## src/rtl/utf8d_pkg.sv

```systemverilog
// ----------------------------------------------------------------------------
// utf8d_pkg
// Shared widths, status codes and structs for the UTF-8 byte stream decoder.
// ----------------------------------------------------------------------------
package utf8d_pkg;

  localparam int unsigned ByteW = 8;
  localparam int unsigned CpW   = 21;
  localparam int unsigned RemW  = 2;

  typedef enum logic [1:0] {
    ST_CHAR     = 2'd0,
    ST_END      = 2'd1,
    ST_BAD_LEAD = 2'd2,
    ST_BAD_CONT = 2'd3
  } status_e;

  // One decoded result as it leaves the step logic.
  typedef struct packed {
    logic             emit;
    logic [CpW-1:0]   code_point;
    status_e          status;
  } result_t;

  // Decoder state, exported for checking.
  typedef struct packed {
    logic [RemW-1:0]  remaining;
    logic [CpW-1:0]   acc;
    logic             halted;
  } dec_state_t;

endpackage

```

## src/rtl/utf8d_step.sv

```systemverilog
// ----------------------------------------------------------------------------
// utf8d_step
// Decoder state registers and the per-byte next-state and result logic.
// ----------------------------------------------------------------------------
module utf8d_step
  import utf8d_pkg::*;
(
  input  logic             clk_i,
  input  logic             rst_ni,
  input  logic             advance_i,
  input  logic [ByteW-1:0] data_byte_i,
  output result_t          res_o,
  output dec_state_t       state_o
);

  dec_state_t state_q, state_d;
  result_t    res;

  always_comb begin
    logic [CpW-1:0] shifted;
    shifted = {state_q.acc[CpW-7:0], data_byte_i[5:0]};
    state_d = state_q;
    res.emit       = 1'b0;
    res.code_point = '0;
    res.status     = ST_CHAR;

    if (state_q.halted) begin
      // Bytes are dropped until the string terminator.
      if (data_byte_i == '0) begin
        state_d.halted = 1'b0;
      end
    end else if (state_q.remaining != '0) begin
      if (data_byte_i[7:6] == 2'b10) begin
        state_d.remaining = state_q.remaining - 1'b1;
        if (state_q.remaining == RemW'(1)) begin
          res.emit       = 1'b1;
          res.code_point = shifted;
          state_d.acc    = '0;
        end else begin
          state_d.acc = shifted;
        end
      end else begin
        // A zero byte here ends the string as well, so no halt follows.
        res.emit          = 1'b1;
        res.code_point    = state_q.acc;
        res.status        = ST_BAD_CONT;
        state_d.acc       = '0;
        state_d.remaining = '0;
        state_d.halted    = (data_byte_i != '0);
      end
    end else if (data_byte_i == '0) begin
      res.emit   = 1'b1;
      res.status = ST_END;
    end else if (data_byte_i[7] == 1'b0) begin
      res.emit       = 1'b1;
      res.code_point = CpW'(data_byte_i);
    end else if (data_byte_i inside {[8'hF0:8'hFF]}) begin
      state_d.acc       = CpW'(data_byte_i[2:0]);
      state_d.remaining = RemW'(3);
    end else if (data_byte_i inside {[8'hE0:8'hEF]}) begin
      state_d.acc       = CpW'(data_byte_i[3:0]);
      state_d.remaining = RemW'(2);
    end else if (data_byte_i inside {[8'hC0:8'hDF]}) begin
      state_d.acc       = CpW'(data_byte_i[4:0]);
      state_d.remaining = RemW'(1);
    end else begin
      res.emit       = 1'b1;
      res.status     = ST_BAD_LEAD;
      state_d.acc    = '0;
      state_d.halted = 1'b1;
    end
  end

  always_ff @(posedge clk_i or negedge rst_ni) begin
    if (!rst_ni) begin
      state_q <= '0;
    end else if (advance_i) begin
      state_q <= state_d;
    end
  end

  assign res_o   = res;
  assign state_o = state_q;

endmodule

```

## src/rtl/utf8d_out_reg.sv

```systemverilog
// ----------------------------------------------------------------------------
// utf8d_out_reg
// Result register that holds one item until the downstream side takes it.
// ----------------------------------------------------------------------------
module utf8d_out_reg
  import utf8d_pkg::*;
(
  input  logic           clk_i,
  input  logic           rst_ni,
  input  logic           load_i,
  input  result_t        res_i,
  input  logic           out_stall_i,
  output logic           free_o,
  output logic           out_valid_o,
  output logic [CpW-1:0] code_point_o,
  output logic [1:0]     status_o
);

  logic           valid_q;
  logic [CpW-1:0] cp_q;
  status_e        status_q;

  assign free_o = !valid_q || !out_stall_i;

  always_ff @(posedge clk_i or negedge rst_ni) begin
    if (!rst_ni) begin
      valid_q <= 1'b0;
    end else if (free_o) begin
      valid_q <= load_i;
    end
  end

  always_ff @(posedge clk_i) begin
    if (free_o && load_i) begin
      cp_q     <= res_i.code_point;
      status_q <= res_i.status;
    end
  end

  assign out_valid_o  = valid_q;
  assign code_point_o = cp_q;
  assign status_o     = status_q;

endmodule

```

## src/rtl/utf8_byte_stream_decoder_unit.sv

```systemverilog
// ----------------------------------------------------------------------------
// utf8_byte_stream_decoder_unit
// Lenient UTF-8 decoder: one byte in per item, zero or one code point out.
// ----------------------------------------------------------------------------
//  Channel  | Dir | Handshake               | Payload
//  ---------+-----+-------------------------+---------------------------------
//  in       | in  | in_valid_i / in_stall_o | data_byte_i[7:0]
//  out      | out | out_valid_o/out_stall_i | code_point_o[20:0], status_o[1:0]
//
// One byte is taken every cycle while in_stall_o is low; a result is offered once
// its byte has passed the input register and the result register has caught it.
// Throughput is bounded only by the single result register draining.
// Reset clears the decoder state and both valid flags.
// A byte that gives no result moves on even while a result waits stalled.
// ----------------------------------------------------------------------------
module utf8_byte_stream_decoder_unit
  import utf8d_pkg::*;
(
  input  logic             clk_i,
  input  logic             rst_ni,
  input  logic             in_valid_i,
  output logic             in_stall_o,
  input  logic [ByteW-1:0] data_byte_i,
  output logic             out_valid_o,
  input  logic             out_stall_i,
  output logic [CpW-1:0]   code_point_o,
  output logic [1:0]       status_o
);

  logic             in_valid_q;
  logic [ByteW-1:0] byte_q;
  logic             advance;
  logic             out_free;
  result_t          res;
  dec_state_t       dec_state;

  assign advance    = in_valid_q && (out_free || !res.emit);
  assign in_stall_o = in_valid_q && !advance;

  always_ff @(posedge clk_i or negedge rst_ni) begin
    if (!rst_ni) begin
      in_valid_q <= 1'b0;
    end else if (!in_stall_o) begin
      in_valid_q <= in_valid_i;
    end
  end

  always_ff @(posedge clk_i) begin
    if (!in_stall_o && in_valid_i) begin
      byte_q <= data_byte_i;
    end
  end

  utf8d_step u_step (
    .clk_i       (clk_i),
    .rst_ni      (rst_ni),
    .advance_i   (advance),
    .data_byte_i (byte_q),
    .res_o       (res),
    .state_o     (dec_state)
  );

  utf8d_out_reg u_out (
    .clk_i        (clk_i),
    .rst_ni       (rst_ni),
    .load_i       (advance && res.emit),
    .res_i        (res),
    .out_stall_i  (out_stall_i),
    .free_o       (out_free),
    .out_valid_o  (out_valid_o),
    .code_point_o (code_point_o),
    .status_o     (status_o)
  );

  // Back-pressure upstream only ever comes from a held result downstream.
  a_stall_cause: assert property (@(posedge clk_i) disable iff (!rst_ni)
    in_stall_o |-> (out_valid_o && out_stall_i))
    else $error("input stalled without downstream back-pressure");

  // A halted decoder never produces a result.
  a_halt_silent: assert property (@(posedge clk_i) disable iff (!rst_ni)
    (advance && dec_state.halted) |-> !res.emit)
    else $error("result produced while halted");

  // A bad lead byte leaves the decoder halted with nothing pending.
  a_bad_lead_halts: assert property (@(posedge clk_i) disable iff (!rst_ni)
    (advance && res.emit && res.status == ST_BAD_LEAD)
      |=> (dec_state.halted && dec_state.remaining == '0))
    else $error("bad lead byte did not halt the decoder");

  // An accepted result that still needs bytes cannot exist.
  a_emit_clears: assert property (@(posedge clk_i) disable iff (!rst_ni)
    (advance && res.emit) |=> (dec_state.remaining == '0 && dec_state.acc == '0))
    else $error("state not cleared after a result");

endmodule
```

## config.mk

```make
export PLATFORM = sky130hd
export DESIGN_NAME = utf8_byte_stream_decoder_unit
export DESIGN_NICKNAME = d
export VERILOG_FILES = /design/src/rtl/utf8d_pkg.sv /design/src/rtl/utf8d_step.sv /design/src/rtl/utf8d_out_reg.sv /design/src/rtl/utf8_byte_stream_decoder_unit.sv
export SDC_FILE = /design/constraint.sdc
export NUM_CORES = 1
export LEC_CHECK = 0
export ABC_AREA = 0
export ABC_CLOCK_PERIOD_IN_PS = 2850
export BUFFER_PORTS_ARGS = -buffer_cell sky130_fd_sc_hd__buf_2
export CORE_MARGIN = 2
export CORE_UTILIZATION = 40
export DETAILED_ROUTE_END_ITERATION = 10
export GPL_ROUTABILITY_DRIVEN = 0
export PLACE_DENSITY = 0.6
export SLEW_MARGIN = 20
export SYNTH_ARGS = -nofsm -noshare
export SYNTH_HDL_FRONTEND = slang
export SYNTH_SLANG_ARGS = --single-unit
```

## constraint.sdc

```tcl
create_clock -name clk_i -period 2.85 [get_ports clk_i]
set_input_delay 0 -clock clk_i [delete_from_list [all_inputs] [get_ports clk_i]]
set_output_delay 0 -clock clk_i [all_outputs]
set_load 0.02 [all_outputs]
```

==> impl_metrics.yaml <==
yosys:
  synth_most_common_cell: "nand2_1"
  syn_area_sq_mm: 0.002670
  yosysTopAreaCell: "edfxtp_1"
  synthesis.nets: 259
  ys_ff_latch: 57
  async_flop_share: 0.4561
  synth_edf_count: 31
  synthFlopType: "edfxtp_1"
  yosysWarnings: 0
  synth_area_leaders: "edfxtp_1 (35%), dfrtp_1 (24%), o21ai_0 (6.6%)"
  synth-seq-area-share: 0.5923
  synthTopCellsByCount: "nand2_1 (37), o21ai_0 (35), edfxtp_1 (31)"
  netlist_instances: 245
  synthDistinctLibCells: 44
  synth_area_per_cell_sq_um: 10.90
  synth_top_area_share: 0.3486
place:
  portBuffers: 36
  dp_cells: 344
  hpwl_microns: 3760
  dpl_cell_area_sq_mm: 0.002872
clocking:
  postCtsSetupRepairBufs: 0
  htree_levels: 3
  cts_resized: 0
  cts_tree: "built"
  clock_latency_ns: 0.34
  clock-sinks: 57
  root_buffer: "clkbuf_8"
  clk_pin_slew_worst_paths_ns: 0.07
  numCtsBuffers: 9
  clockBufferDepth: 2
sta:
  drv_slew: 0
  finalHoldViolations: 0
  max_freq_mhz: 424.9
  setup_tns_ns: 0
  rsz0062_at_grt: "no"
  min_period_over_period: 0.8259
  slew-limit-headroom: 0.5876
  setup_viol_count_final: 0
  fin_worst_skew_ns: 0.01144
  tightest_slew_ns: 0.6166
  fin_crit_ns: 2.354
layout:
  nets: 302
  diodes: 0
  syn2layout_area_growth_pct: 18.23
  finalInstanceArea_sq_mm: 0.003157
  drive_above_1_share: 0.2295
  stdcell_count: 369
  n_fill_cell: 591
routing:
  wl_per_cell_microns: 15.83
  vias: 2000
  dr.pass1.iters: 4
  viasPerCell: 5.420
  drc: 0
  drt_iter0_drc: 183
  postRouteAntennaNets: 0
  wl_microns: 5842
pwr:
  total_power_mw: 1.948
  irDropWorstVdd_v: 0.0003485
  powerDensity_mw_per_mm2: 617.1
  p_leak_nw: 1.188
critical_path:
  cp-start-kind: "register"
  crit_required_ns: 2.85
  end_kind: "register"
  arrival_ns: 2.35
  crit_type: "register to register"
  path_max_fanout: 23
global_routing:
  antenna_found_initial: 0
  grt_pass1_wl_microns: 9515
  grt_max_degree: 27
  track_usage: 0.1724
  grt_pass1_vias: 1869
  grt-ovfl-total: 0
floorplan:
  dieArea_sq_mm: 0.007344
  num_io_pins: 37
  start_util: 0.4181
  coreArea_sq_mm: 0.006386
  die_w_microns: 85.70
  num_rows: 29
  die_h_microns: 85.70
hold_path:
  min-delay-path-class: "input port to register"
status:
  status: "finished clean"
flow_run:
  maxCapViolCount: 0
==> per-stage QoR <==
step | worst slack (ns) | hold WS, ns | utilization
6_report | 0.4963 | 0.1010 | 0.4943
5_1_grt | 0.3123 | 0.1509 | 0.4943
4_1_cts | 0.5447 | 0.09922 | 0.4943
3_5_place_dp | 0.5660 | 0.04728 | 0.4496
3_3_place_gp | 0.6269 | 0.04542 | 0.4496
2_1_floorplan | 0.4338 | -0.2956 | -
==> metal layers <==
metal,wire length (microns),GRT usage
met5,0,0
met4,57,0.06349
met3,259,0.04620
met2,2777,0.2628
met1,2747,0.2377
==> critical path: stages (launching register included) <==
cell and delay, ns:
dfrtp_1 0.39, inv_1 0.07, ha_1 0.27, and2_1 0.23, o21ai_0 0.35, nand2_1 0.21, a21oi_2 0.14, buf_4 0.32
==> worst paths after layout <==
path                                                      from                              endpoint  slack [ns]  depth (start not counted)
worst max-delay path            u_step.state_o[22]$_DFFE_PN0P_  u_out.code_point_o[12]$_SDFFCE_PP0P_        0.50                          7
worst min-delay path                               out_stall_i         u_out.out_valid_o$_DFFE_PN0P_        0.10                          3
worst max register to register  u_step.state_o[22]$_DFFE_PN0P_  u_out.code_point_o[12]$_SDFFCE_PP0P_        0.50                          7
worst min register to register  u_step.state_o[21]$_DFFE_PN0P_        u_step.state_o[21]$_DFFE_PN0P_        0.51                          2
max in group asynchronous                               rst_ni         u_step.state_o[0]$_DFFE_PN0N_        2.23                          2
min in group asynchronous                               rst_ni         u_step.state_o[7]$_DFFE_PN0P_        0.20                          2
==> cell families after synthesis <==
group,Yosys count,share of synthesized area
compound gates,82,0.1907
simple gates,79,0.1537
flops,57,0.5923
buf+inv,24,0.05061
fa+ha+maj,2,0.009371
xor+xnor,1,0.003281
==> flip-flops by register name, indices dropped and copies added, names as in the netlist <==
register / count
u_out.code_point_o: 21
u_out.out_valid_o: 1
byte_q: 8
u_out.status_o: 2
u_step.state_o: 24
in_valid_q: 1
==> cells in the final DEF, fill, tap and decap left out, types with 2 or more instances in the layout <==
cell type      Yosys  final
clkbuf_8           0     10
nand3_1           16     16
o21ai_0           35     35
ha_1               2      2
inv_1              5      5
o31ai_2            2      2
a21boi_0           2      2
o21a_1             2      2
a21oi_1           19     18
dfrtp_1           26     26
nor3_1             4      4
o31ai_1            2      2
nand2_1           37     37
nor2b_1            2      2
a22o_1             8      8
buf_2              6     36
o21ai_1            2      2
dlygate4sd3_1      0     10
clkinv_2           0      2
a32oi_1            2      2
buf_4              2      5
nor2_1             7      7
edfxtp_1          31     31
==> power breakdown <==
part | leakage (nW) | total, mW | internal (mW) | switching [mW]
Clock | 0.0966 | 0.723 | 0.417 | 0.306
Sequential | 0.648 | 0.942 | 0.901 | 0.0407
Combinational | 0.443 | 0.283 | 0.108 | 0.175
Total | 1.19 | 1.95 | 1.43 | 0.522
==> area by class of cell <==
| class | count | area (sq um) | area share |
|---|---|---|---|
| Tap cell | 77 | 96.34 | 0.03052 |
| Clock buffer | 11 | 141.4 | 0.04479 |
| Sequential cell | 57 | 1582 | 0.5010 |
| Timing Repair Buffer | 51 | 317.8 | 0.1007 |
| Clock inverter | 4 | 43.79 | 0.01387 |
| Multi-Input combinational cell | 164 | 957.2 | 0.3032 |
| Inverter | 5 | 18.77 | 0.005945 |
==> what timing repair did <==
| action | in CTS | in global routing |
|---|---|---|
| endpoints found under the setup margin | 0 | 0 |
| endpoints found under the hold margin | 35 | 0 |
| hold buffers | 10 | 0 |
Power figures use the tool's default switching activity.
